==> src/sv/mpt_pkg.sv <==
`timescale 1ns / 1ps
`default_nettype none

package mpt_pkg;

    localparam int unsigned CH_MAX_W    = 5;   // enough for up to 32 channels
    localparam int unsigned FREQ_W      = 24;
    localparam int unsigned RPM_W       = 26;
    localparam int unsigned IDX_W       = 4;
    localparam int unsigned CFG_W       = 32;
    localparam int unsigned MAX_RESULTS = 12;
    localparam int unsigned RES_CNT_W   = 4;

    localparam logic [FREQ_W-1:0] FREQ_SCALE    = 24'd10000000;
    localparam logic [CFG_W-1:0]  TIMEOUT_RESET = 32'd12000000;

    typedef enum logic {
        K_TICK = 1'b0,
        K_EDGE = 1'b1
    } t_kind;

    typedef struct packed {
        t_kind                kind;
        logic [CH_MAX_W-1:0]  channel;
    } t_cmd;

endpackage

`default_nettype wire

==> src/sv/multichannel_period_tachometer_core.sv <==
// Edge request: the 24-step divider gives the frequency for the result register.
// Tick request: S_MASK takes the stale channels, then S_TICK_OUT gives one result each.
// Requests are worked one at a time; a two-entry queue takes new requests meanwhile.
// Reset (synchronous, active low) clears the clock, all channel times and active flags,
// empties the queue and result register, and sets timeout_us to 12000000.
`timescale 1ns / 1ps
`default_nettype none

module multichannel_period_tachometer_core #(
    parameter int unsigned NUM_CHANNELS = 12,
    parameter int unsigned TIME_WIDTH   = 32
) (
    input  wire                           i_clk,
    input  wire                           i_rst_n,
    input  wire                           i_cfg_valid,
    output logic                          o_cfg_ready,
    input  wire  [mpt_pkg::CFG_W-1:0]     i_cfg_timeout_us,
    input  wire                           i_in_valid,
    output logic                          o_in_ready,
    input  wire                           i_req_type,
    input  wire  [mpt_pkg::IDX_W-1:0]     i_channel,
    output logic                          o_out_valid,
    input  wire                           i_out_ready,
    output logic [mpt_pkg::IDX_W-1:0]     o_sensor_index,
    output logic [mpt_pkg::FREQ_W-1:0]    o_scaled_freq,
    output logic [mpt_pkg::RPM_W-1:0]     o_rpm,
    output logic                          o_timed_out,
    output logic                          o_last
);

    logic [mpt_pkg::CFG_W-1:0] r_timeout_us;
    logic                      w_cmd_valid;
    mpt_pkg::t_cmd             w_cmd;
    logic                      w_cmd_pop;

    assign o_cfg_ready = 1'b1;

    always_ff @(posedge i_clk) begin
        if (!i_rst_n) begin
            r_timeout_us <= mpt_pkg::TIMEOUT_RESET;
        end else if (i_cfg_valid) begin
            r_timeout_us <= i_cfg_timeout_us;
        end
    end

    mpt_front #(
        .NUM_CHANNELS (NUM_CHANNELS)
    ) u_front (
        .i_clk       (i_clk),
        .i_rst_n     (i_rst_n),
        .i_in_valid  (i_in_valid),
        .o_in_ready  (o_in_ready),
        .i_req_type  (i_req_type),
        .i_channel   (i_channel),
        .o_cmd_valid (w_cmd_valid),
        .o_cmd       (w_cmd),
        .i_cmd_pop   (w_cmd_pop)
    );

    mpt_back #(
        .NUM_CHANNELS (NUM_CHANNELS),
        .TIME_WIDTH   (TIME_WIDTH)
    ) u_back (
        .i_clk          (i_clk),
        .i_rst_n        (i_rst_n),
        .i_cmd_valid    (w_cmd_valid),
        .i_cmd          (w_cmd),
        .o_cmd_pop      (w_cmd_pop),
        .i_timeout_us   (r_timeout_us),
        .o_out_valid    (o_out_valid),
        .i_out_ready    (i_out_ready),
        .o_sensor_index (o_sensor_index),
        .o_scaled_freq  (o_scaled_freq),
        .o_rpm          (o_rpm),
        .o_timed_out    (o_timed_out),
        .o_last         (o_last)
    );

endmodule

`default_nettype wire

==> src/sv/mpt_front.sv <==
`timescale 1ns / 1ps
`default_nettype none

// Accepts requests, drops edges on channels that do not exist, and queues the rest.
module mpt_front #(
    parameter int unsigned NUM_CHANNELS = 12
) (
    input  wire                         i_clk,
    input  wire                         i_rst_n,
    input  wire                         i_in_valid,
    output logic                        o_in_ready,
    input  wire                         i_req_type,
    input  wire  [mpt_pkg::IDX_W-1:0]   i_channel,
    output logic                        o_cmd_valid,
    output mpt_pkg::t_cmd               o_cmd,
    input  wire                         i_cmd_pop
);

    logic [1:0]        r_count;
    logic              r_wr_ptr;
    logic              r_rd_ptr;
    mpt_pkg::t_cmd     r_queue [2];

    logic              w_accept;
    logic              w_keep;
    logic              w_push;
    logic              w_pop;
    mpt_pkg::t_cmd     w_cmd;

    assign o_in_ready  = (r_count != 2'd2);
    assign o_cmd_valid = (r_count != 2'd0);
    assign o_cmd       = r_queue[r_rd_ptr];

    assign w_accept = i_in_valid && o_in_ready;

    always_comb begin
        w_cmd.kind    = i_req_type ? mpt_pkg::K_EDGE : mpt_pkg::K_TICK;
        w_cmd.channel = mpt_pkg::CH_MAX_W'(i_channel);
        // an edge beyond the last channel has no effect at all
        w_keep = !i_req_type || ({2'b00, i_channel} < 6'(NUM_CHANNELS));
    end

    assign w_push = w_accept && w_keep;
    assign w_pop  = i_cmd_pop && o_cmd_valid;

    always_ff @(posedge i_clk) begin
        if (!i_rst_n) begin
            r_count  <= 2'd0;
            r_wr_ptr <= 1'b0;
            r_rd_ptr <= 1'b0;
        end else begin
            if (w_push) begin
                r_wr_ptr <= ~r_wr_ptr;
            end
            if (w_pop) begin
                r_rd_ptr <= ~r_rd_ptr;
            end
            if (w_push && !w_pop) begin
                r_count <= r_count + 2'd1;
            end else if (w_pop && !w_push) begin
                r_count <= r_count - 2'd1;
            end
        end
    end

    always_ff @(posedge i_clk) begin
        if (w_push) begin
            r_queue[r_wr_ptr] <= w_cmd;
        end
    end

endmodule

`default_nettype wire

==> src/sv/mpt_div.sv <==
`timescale 1ns / 1ps
`default_nettype none

// Restoring radix-2 divider: FREQ_SCALE / divisor, one quotient bit per cycle.
module mpt_div #(
    parameter int unsigned TIME_WIDTH = 32
) (
    input  wire                          i_clk,
    input  wire                          i_rst_n,
    input  wire                          i_start,
    input  wire  [TIME_WIDTH-1:0]        i_divisor,
    output logic                         o_done,
    output logic [mpt_pkg::FREQ_W-1:0]   o_quotient
);

    localparam int unsigned QW  = mpt_pkg::FREQ_W;
    localparam int unsigned CTW = $clog2(QW);

    logic [TIME_WIDTH:0]   r_rem;
    logic [TIME_WIDTH-1:0] r_dvs;
    logic [QW-1:0]         r_quo;
    logic [CTW-1:0]        r_cnt;
    logic                  r_busy;
    logic                  r_done;

    logic [TIME_WIDTH:0]   w_shift;
    logic [TIME_WIDTH:0]   w_diff;
    logic                  w_bit;

    assign o_done     = r_done;
    assign o_quotient = r_quo;

    always_comb begin
        w_shift = {r_rem[TIME_WIDTH-1:0], r_quo[QW-1]};
        w_diff  = w_shift - {1'b0, r_dvs};
        w_bit   = (w_shift >= {1'b0, r_dvs});
    end

    always_ff @(posedge i_clk) begin
        if (!i_rst_n) begin
            r_busy <= 1'b0;
            r_done <= 1'b0;
            r_cnt  <= '0;
        end else begin
            r_done <= !i_start && r_busy && (r_cnt == CTW'(QW - 1));
            if (i_start) begin
                r_busy <= 1'b1;
                r_cnt  <= '0;
            end else if (r_busy) begin
                r_cnt <= r_cnt + CTW'(1);
                if (r_cnt == CTW'(QW - 1)) begin
                    r_busy <= 1'b0;
                end
            end
        end
    end

    always_ff @(posedge i_clk) begin
        if (i_start) begin
            r_rem <= '0;
            r_dvs <= i_divisor;
            r_quo <= mpt_pkg::FREQ_SCALE;
        end else if (r_busy) begin
            r_rem <= w_bit ? w_diff : w_shift;
            r_quo <= {r_quo[QW-2:0], w_bit};
        end
    end

endmodule

`default_nettype wire

==> src/sv/mpt_back.sv <==
`timescale 1ns / 1ps
`default_nettype none

// Executes queued requests: channel state, timeout scan and the result register.
module mpt_back #(
    parameter int unsigned NUM_CHANNELS = 12,
    parameter int unsigned TIME_WIDTH   = 32
) (
    input  wire                           i_clk,
    input  wire                           i_rst_n,
    input  wire                           i_cmd_valid,
    input  mpt_pkg::t_cmd                 i_cmd,
    output logic                          o_cmd_pop,
    input  wire  [mpt_pkg::CFG_W-1:0]     i_timeout_us,
    output logic                          o_out_valid,
    input  wire                           i_out_ready,
    output logic [mpt_pkg::IDX_W-1:0]     o_sensor_index,
    output logic [mpt_pkg::FREQ_W-1:0]    o_scaled_freq,
    output logic [mpt_pkg::RPM_W-1:0]     o_rpm,
    output logic                          o_timed_out,
    output logic                          o_last
);

    localparam int unsigned CH_W = (NUM_CHANNELS > 1) ? $clog2(NUM_CHANNELS) : 1;
    localparam int unsigned CW   = (TIME_WIDTH > mpt_pkg::CFG_W) ? TIME_WIDTH
                                                                 : mpt_pkg::CFG_W;

    typedef enum logic [2:0] {
        S_IDLE,
        S_DIV,
        S_EDGE_OUT,
        S_MASK,
        S_TICK_OUT
    } t_state;

    t_state                          r_state;
    logic [TIME_WIDTH-1:0]           r_now;
    logic [TIME_WIDTH-1:0]           r_edge_time [NUM_CHANNELS];
    logic [TIME_WIDTH-1:0]           r_upd_time  [NUM_CHANNELS];
    logic [NUM_CHANNELS-1:0]         r_active;
    logic [NUM_CHANNELS-1:0]         r_mask;
    logic [CH_W-1:0]                 r_ch;
    logic [mpt_pkg::FREQ_W-1:0]      r_freq;
    logic [mpt_pkg::RES_CNT_W-1:0]   r_res_cnt;

    logic                            r_out_valid;
    logic [mpt_pkg::IDX_W-1:0]       r_sensor_index;
    logic [mpt_pkg::FREQ_W-1:0]      r_scaled_freq;
    logic [mpt_pkg::RPM_W-1:0]       r_rpm;
    logic                            r_timed_out;
    logic                            r_last;

    logic [CH_W-1:0]                 w_cmd_ch;
    logic [TIME_WIDTH-1:0]           w_interval;
    logic                            w_div_start;
    logic                            w_div_done;
    logic [mpt_pkg::FREQ_W-1:0]      w_quotient;
    logic [mpt_pkg::RPM_W-1:0]       w_rpm;
    logic                            w_out_free;
    logic                            w_out_load;
    logic [NUM_CHANNELS-1:0]         w_stale;
    logic [CH_W-1:0]                 w_low_idx;
    logic [NUM_CHANNELS-1:0]         w_rest;
    logic                            w_tick_last;
    logic [TIME_WIDTH-1:0]           w_elapsed [NUM_CHANNELS];

    assign w_cmd_ch   = i_cmd.channel[CH_W-1:0];
    assign w_interval = r_now - r_edge_time[w_cmd_ch];
    assign w_out_free = !r_out_valid || i_out_ready;
    assign w_out_load = w_out_free && ((r_state == S_EDGE_OUT)
                        || ((r_state == S_TICK_OUT) && (r_mask != '0)));
    assign o_cmd_pop  = (r_state == S_IDLE);
    assign w_div_start = (r_state == S_IDLE) && i_cmd_valid
                         && (i_cmd.kind == mpt_pkg::K_EDGE) && (w_interval != '0);

    // rpm = 4*f + 2*f
    assign w_rpm = (mpt_pkg::RPM_W'(r_freq) << 2) + (mpt_pkg::RPM_W'(r_freq) << 1);

    always_comb begin
        for (int i = 0; i < NUM_CHANNELS; i++) begin
            w_elapsed[i] = r_now - r_upd_time[i];
            w_stale[i]   = r_active[i]
                           && (CW'(w_elapsed[i]) > CW'(i_timeout_us));
        end
    end

    always_comb begin
        w_low_idx = '0;
        for (int i = NUM_CHANNELS - 1; i >= 0; i--) begin
            if (r_mask[i]) begin
                w_low_idx = CH_W'(i);
            end
        end
        w_rest      = r_mask & ~(NUM_CHANNELS'(1) << w_low_idx);
        w_tick_last = (w_rest == '0)
                      || (r_res_cnt == mpt_pkg::RES_CNT_W'(mpt_pkg::MAX_RESULTS - 1));
    end

    mpt_div #(
        .TIME_WIDTH (TIME_WIDTH)
    ) u_div (
        .i_clk      (i_clk),
        .i_rst_n    (i_rst_n),
        .i_start    (w_div_start),
        .i_divisor  (w_interval),
        .o_done     (w_div_done),
        .o_quotient (w_quotient)
    );

    always_ff @(posedge i_clk) begin
        if (!i_rst_n) begin
            r_state     <= S_IDLE;
            r_now       <= '0;
            r_active    <= '0;
            r_out_valid <= 1'b0;
            r_mask      <= '0;
            r_res_cnt   <= '0;
            for (int i = 0; i < NUM_CHANNELS; i++) begin
                r_edge_time[i] <= '0;
                r_upd_time[i]  <= '0;
            end
        end else begin
            if (r_out_valid && i_out_ready && !w_out_load) begin
                r_out_valid <= 1'b0;
            end
            case (r_state)
                S_IDLE: begin
                    if (i_cmd_valid) begin
                        if (i_cmd.kind == mpt_pkg::K_EDGE) begin
                            r_edge_time[w_cmd_ch] <= r_now;
                            r_ch                  <= w_cmd_ch;
                            if (w_interval != '0) begin
                                r_state <= S_DIV;
                            end
                        end else begin
                            r_now   <= r_now + TIME_WIDTH'(1);
                            r_state <= S_MASK;
                        end
                    end
                end
                S_DIV: begin
                    if (w_div_done) begin
                        r_freq  <= w_quotient;
                        r_state <= S_EDGE_OUT;
                    end
                end
                S_EDGE_OUT: begin
                    if (w_out_free) begin
                        r_out_valid        <= 1'b1;
                        r_sensor_index     <= mpt_pkg::IDX_W'(r_ch);
                        r_scaled_freq      <= r_freq;
                        r_rpm              <= w_rpm;
                        r_timed_out        <= 1'b0;
                        r_last             <= 1'b1;
                        r_active[r_ch]     <= (r_freq != '0);
                        r_upd_time[r_ch]   <= r_now;
                        r_state            <= S_IDLE;
                    end
                end
                S_MASK: begin
                    r_mask    <= w_stale;
                    r_res_cnt <= '0;
                    r_state   <= S_TICK_OUT;
                end
                S_TICK_OUT: begin
                    if (r_mask == '0) begin
                        r_state <= S_IDLE;
                    end else if (w_out_free) begin
                        r_out_valid           <= 1'b1;
                        r_sensor_index        <= mpt_pkg::IDX_W'(w_low_idx);
                        r_scaled_freq         <= '0;
                        r_rpm                 <= '0;
                        r_timed_out           <= 1'b1;
                        r_last                <= w_tick_last;
                        r_active[w_low_idx]   <= 1'b0;
                        r_upd_time[w_low_idx] <= r_now;
                        r_mask                <= w_rest;
                        r_res_cnt             <= r_res_cnt + mpt_pkg::RES_CNT_W'(1);
                        if (w_tick_last) begin
                            r_state <= S_IDLE;
                        end
                    end
                end
                default: begin
                    r_state <= S_IDLE;
                end
            endcase
        end
    end

    assign o_out_valid    = r_out_valid;
    assign o_sensor_index = r_sensor_index;
    assign o_scaled_freq  = r_scaled_freq;
    assign o_rpm          = r_rpm;
    assign o_timed_out    = r_timed_out;
    assign o_last         = r_last;

endmodule

`default_nettype wire

==> config.mk <==
export PLATFORM = sky130hd
export DESIGN_NAME = multichannel_period_tachometer_core
export DESIGN_NICKNAME = d
export VERILOG_FILES = /design/src/sv/mpt_pkg.sv /design/src/sv/multichannel_period_tachometer_core.sv /design/src/sv/mpt_front.sv /design/src/sv/mpt_div.sv /design/src/sv/mpt_back.sv
export SDC_FILE = /design/constraint.sdc
export NUM_CORES = 2
export LEC_CHECK = 0
export CAP_MARGIN = 20
export CORE_ASPECT_RATIO = 1.25
export CORE_MARGIN = 2
export CORE_UTILIZATION = 65
export CTS_BUF_LIST = sky130_fd_sc_hd__clkbuf_4 sky130_fd_sc_hd__clkbuf_8
export CTS_CLUSTER_DIAMETER = 120
export DETAILED_ROUTE_END_ITERATION = 10
export DONT_BUFFER_PORTS = 1
export GPL_TIMING_DRIVEN = 0
export PLACE_DENSITY = 0.81
export RECOVER_POWER = 50
export SLEW_MARGIN = 15
export SYNTH_ARGS = -nofsm -noshare
export SYNTH_HDL_FRONTEND = slang
export SYNTH_SLANG_ARGS = --single-unit
==> constraint.sdc <==
create_clock -name i_clk -period 8.48 [get_ports i_clk]
set_clock_uncertainty 0.1 [all_clocks]
set_input_delay 0.848 -clock i_clk [delete_from_list [all_inputs] [get_ports i_clk]]
set_output_delay 0.848 -clock i_clk [all_outputs]
set_load 0.01 [all_outputs]
==> impl_metrics.json <==
{
  "syn_inst": 7724,
  "gp_congestion": 0.992,
  "drcViolationCount": 0,
  "mostFrequentLayoutCells": "edfxtp_1, ha_1, inv_1",
  "drv_slew": 571,
  "synth_top_cell_by_area": "edfxtp_1",
  "die_h_um": 395,
  "htree_levels": 4,
  "avgSynthCellArea_um2": 10.3,
  "path_cells": "buf_2 > mux2i_1 > inv_1 > clkbuf_1 > clkbuf_2 > clkbuf_1 > mux4_2 > nand2_1 > nand3_1 > nand2_1 > ha_1 > a21o_1 > o31ai_2 > o21ai_1 > a21o_1 > a2111o_1 > a41oi_1 > xnor2_1 > nor4_4 > a31oi_2 > clkbuf_2 > buf_12",
  "num_io_pins": 101,
  "fmax_mhz": 121,
  "startpoint_type": "register",
  "top_usage_layer": "met2",
  "status": "complete, but fails checks",
  "synthTopCellsByArea": "edfxtp_1, ha_1, and2_1, dfxtp_1, mux4_2",
  "gr-usage-met2": 0.630,
  "whs_endpoint": "u_back.o_out_valid",
  "hold_path.class": "input port to register",
  "dp_cells": 9393,
  "final_util": 0.719,
  "vias": 63500,
  "place.port_buffers": 0,
  "cts_buffer_depth": 3,
  "reg2regPathDepth": 22,
  "slew_headroom": -0.741,
  "grt_max_degree": 36,
  "start_util": 0.654,
  "synth.top_cell.area_share": 0.386,
  "whs_ns": 0.117,
  "end_kind": "register",
  "clkTransAtPathRegs_ns": 0.06,
  "critical_path_class": "register to register",
  "yosysWarnings": 0,
  "core_area_um2": 121000,
  "die_x_um": 317,
  "fin_crit_ns": 8.29,
  "synth_edf_count": 1020,
  "max_cap_viol_count": 34,
  "use_met1": 0.471,
  "yosysSeqAreaShare": 0.427,
  "viasPerCell": 6.48,
  "layout_commonest_cell": "edfxtp_1",
  "reg2reg_setup_slack_ns": 0.19,
  "async_flop_share": 0,
  "met3_usage": 0.0922,
  "min_path_cells": 2,
  "dp_hpwl_um": 185000,
  "setup_viol": 0,
  "r2r_end": "u_back.u_div.r_dvs[13]",
  "rsz0062_at_grt": "no",
  "ff_latch_area_um2": 33900,
  "synth_seq_cells": 1184,
  "min-delay-start": "i_out_ready",
  "ys_types": 89,
  "finalCritPeriodShare": 0.977,
  "rows": 143,
  "violations": "max-capacitance violations, max-slew violations",
  "powerDensity_nw_per_um2": 197,
  "root_buffer": "clkbuf_8",
  "worstMarginPinSlew_ns": 2.58,
  "cts.sinks": 1184,
  "leakagePower_nw": 36.6,
  "ant_nets": 0,
  "ir_drop_v": 0.000151,
  "worst_path_largest_cell_delay_ns": 0.75,
  "fill_cells": 8524,
  "grt_pass1_vias": 62400,
  "netlist_area_um2": 79300,
  "final_cells": 9787,
  "ys.flop_type": "edfxtp_1",
  "grtUsageTotal": 0.402,
  "dieArea_um2": 125000,
  "gr-total-overflow": 0,
  "fin_nets": 8947,
  "drtIter0Drc": 7167,
  "drive_gt1_frac": 0.0684,
  "grt_pass1_wl_um": 372000,
  "cts_buffers": 186,
  "clk_latency_ns": 1.00,
  "wl_um": 253000,
  "wire_per_inst_um": 25.8,
  "syn_nets": 8639,
  "crit_arrival_ns": 8.83,
  "antenna_found_initial": 25,
  "slowest_stage": "clkbuf_1",
  "cts_tree": "built",
  "multi_input_area_um2": 42200,
  "crit_fanout": 35,
  "dr.pass1.iters": 8,
  "hold_violations": 0,
  "worstPathRequired_ns": 9.03,
  "area_growth_pct": 9.96
}
[worst max-delay path by stage]
stage                      startpoint                  endpoint  slack (ns)  cells after the start
floorplan           u_back.r_state[0]  u_back.r_upd_time[10][0]        1.29                     11
global placement    u_back.r_state[0]  u_back.r_upd_time[10][0]       -2.58                     11
detailed placement           register    u_back.u_div.r_dvs[15]        0.16                     23
CTS                          register     u_back.u_div.r_dvs[8]        0.19                     23
global route                 register     u_back.u_div.r_dvs[7]        0.10                     21
finish                       register    u_back.u_div.r_dvs[13]        0.19                     22
[cell usage after synthesis (19+ instances only)]
library cell,number
a211o_1,19
a211oi_1,80
a21boi_0,38
a21o_1,244
a21oi_1,484
a31oi_1,30
and2_1,774
and3_1,53
buf_1,33
clkbuf_1,260
dfxtp_1,164
edfxtp_1,1020
ha_1,858
inv_1,579
mux2i_1,77
mux4_2,124
nand2_1,424
nand2b_1,127
nand3_1,186
nand4_1,137
nor2_1,445
nor2b_1,136
nor3_1,131
nor4_1,29
o211ai_1,47
o21a_1,105
o21ai_0,317
o21bai_1,65
o31ai_1,19
or2_2,20
or3_1,35
xnor2_1,299
xor2_1,142
[per-stage QoR]
stage / total power, mW / area (µm²) / setup TNS, ns / setup WS (ns)
final: 17.2 / 87200 / 0 / 0.195
after global routing: 17.8 / 87200 / 0 / 0.101
after CTS: 17.1 / 87800 / 0 / 0.195
after detailed placement: 11.7 / 83300 / 0 / 0.165
after global placement: 11.4 / 81300 / -234.84 / -2.58
after floorplan: 10.3 / 79300 / 0 / 1.29
[cells by family after synthesis]
logic type	Yosys count	share of synthesized area
xor gates and xnor gates	441	0.0487
DFF	1184	0.427
other	2	0.0000947
and+or+nand+nor	2540	0.169
buffers and inverters	888	0.0424
adders and majority gates	874	0.139
muxes	204	0.0455
AOI/OAI and AO/OA	1591	0.128
[layer usage]
| metal | routed length, µm | share of wire |
|---|---|---|
| met4 | 24800 | 0.098 |
| met5 | 56 | 0.00022 |
| met2 | 114000 | 0.45 |
| met1 | 88700 | 0.35 |
| met3 | 25800 | 0.10 |
[sequential cells by signal, summed over array words and instances (netlist names), 2 cells and up, named ones only]
| signal | count |
|---|---|
| r_timeout_us | 32 |
| u_back.o_rpm | 24 |
| u_back.o_scaled_freq | 24 |
| u_back.o_sensor_index | 4 |
| u_back.r_active | 12 |
| u_back.r_ch | 4 |
| u_back.r_edge_time | 512 |
| u_back.r_freq | 24 |
| u_back.r_mask | 12 |
| u_back.r_now | 32 |
| u_back.r_res_cnt | 4 |
| u_back.r_state | 3 |
| u_back.r_upd_time | 384 |
| u_back.u_div.o_quotient | 24 |
| u_back.u_div.r_cnt | 5 |
| u_back.u_div.r_dvs | 32 |
| u_back.u_div.r_rem | 32 |
| u_front.r_count | 2 |
| u_front.r_queue | 10 |
[critical path: cells and delay by family, from the launching register on]
family | cells | cell delay (ns)
buffers and inverters | 7 | 2.94
AO/OA/AOI/OAI | 7 | 2.54
multiplexers | 2 | 0.76
AND/OR/NAND/NOR | 4 | 0.67
adder cells (fa/ha/maj) | 1 | 0.37
flip-flops | 1 | 0.30
XOR/XNOR | 1 | 0.24
[layout make-up]
type / count / area share
tap: 1595 / 0.0229
antenna: 9 / 0.000258
clock buffer: 247 / 0.0355
clock inverter: 92 / 0.0120
inverter: 584 / 0.0251
sequential: 1184 / 0.389
buffer: 304 / 0.0135
multi-input combinational: 5652 / 0.484
timing repair buffer: 120 / 0.0183
[where the power goes]
group | total (mW) | switching, mW | internal [mW] | leakage (nW)
combinational | 4.70 | 2.93 | 1.78 | 22.7
sequential | 7.00 | 0.228 | 6.77 | 11.8
clock | 5.50 | 2.52 | 2.98 | 2.15
[timing repair]
item | CTS | global route
endpoints found under the hold margin | 42 | 0
resized for setup | 0 | 5
setup buffers | 0 | 0
hold buffers | 37 | 0
setup endpoints to repair | 0 | 62
Note: power is estimated with default switching activity, not from simulation.
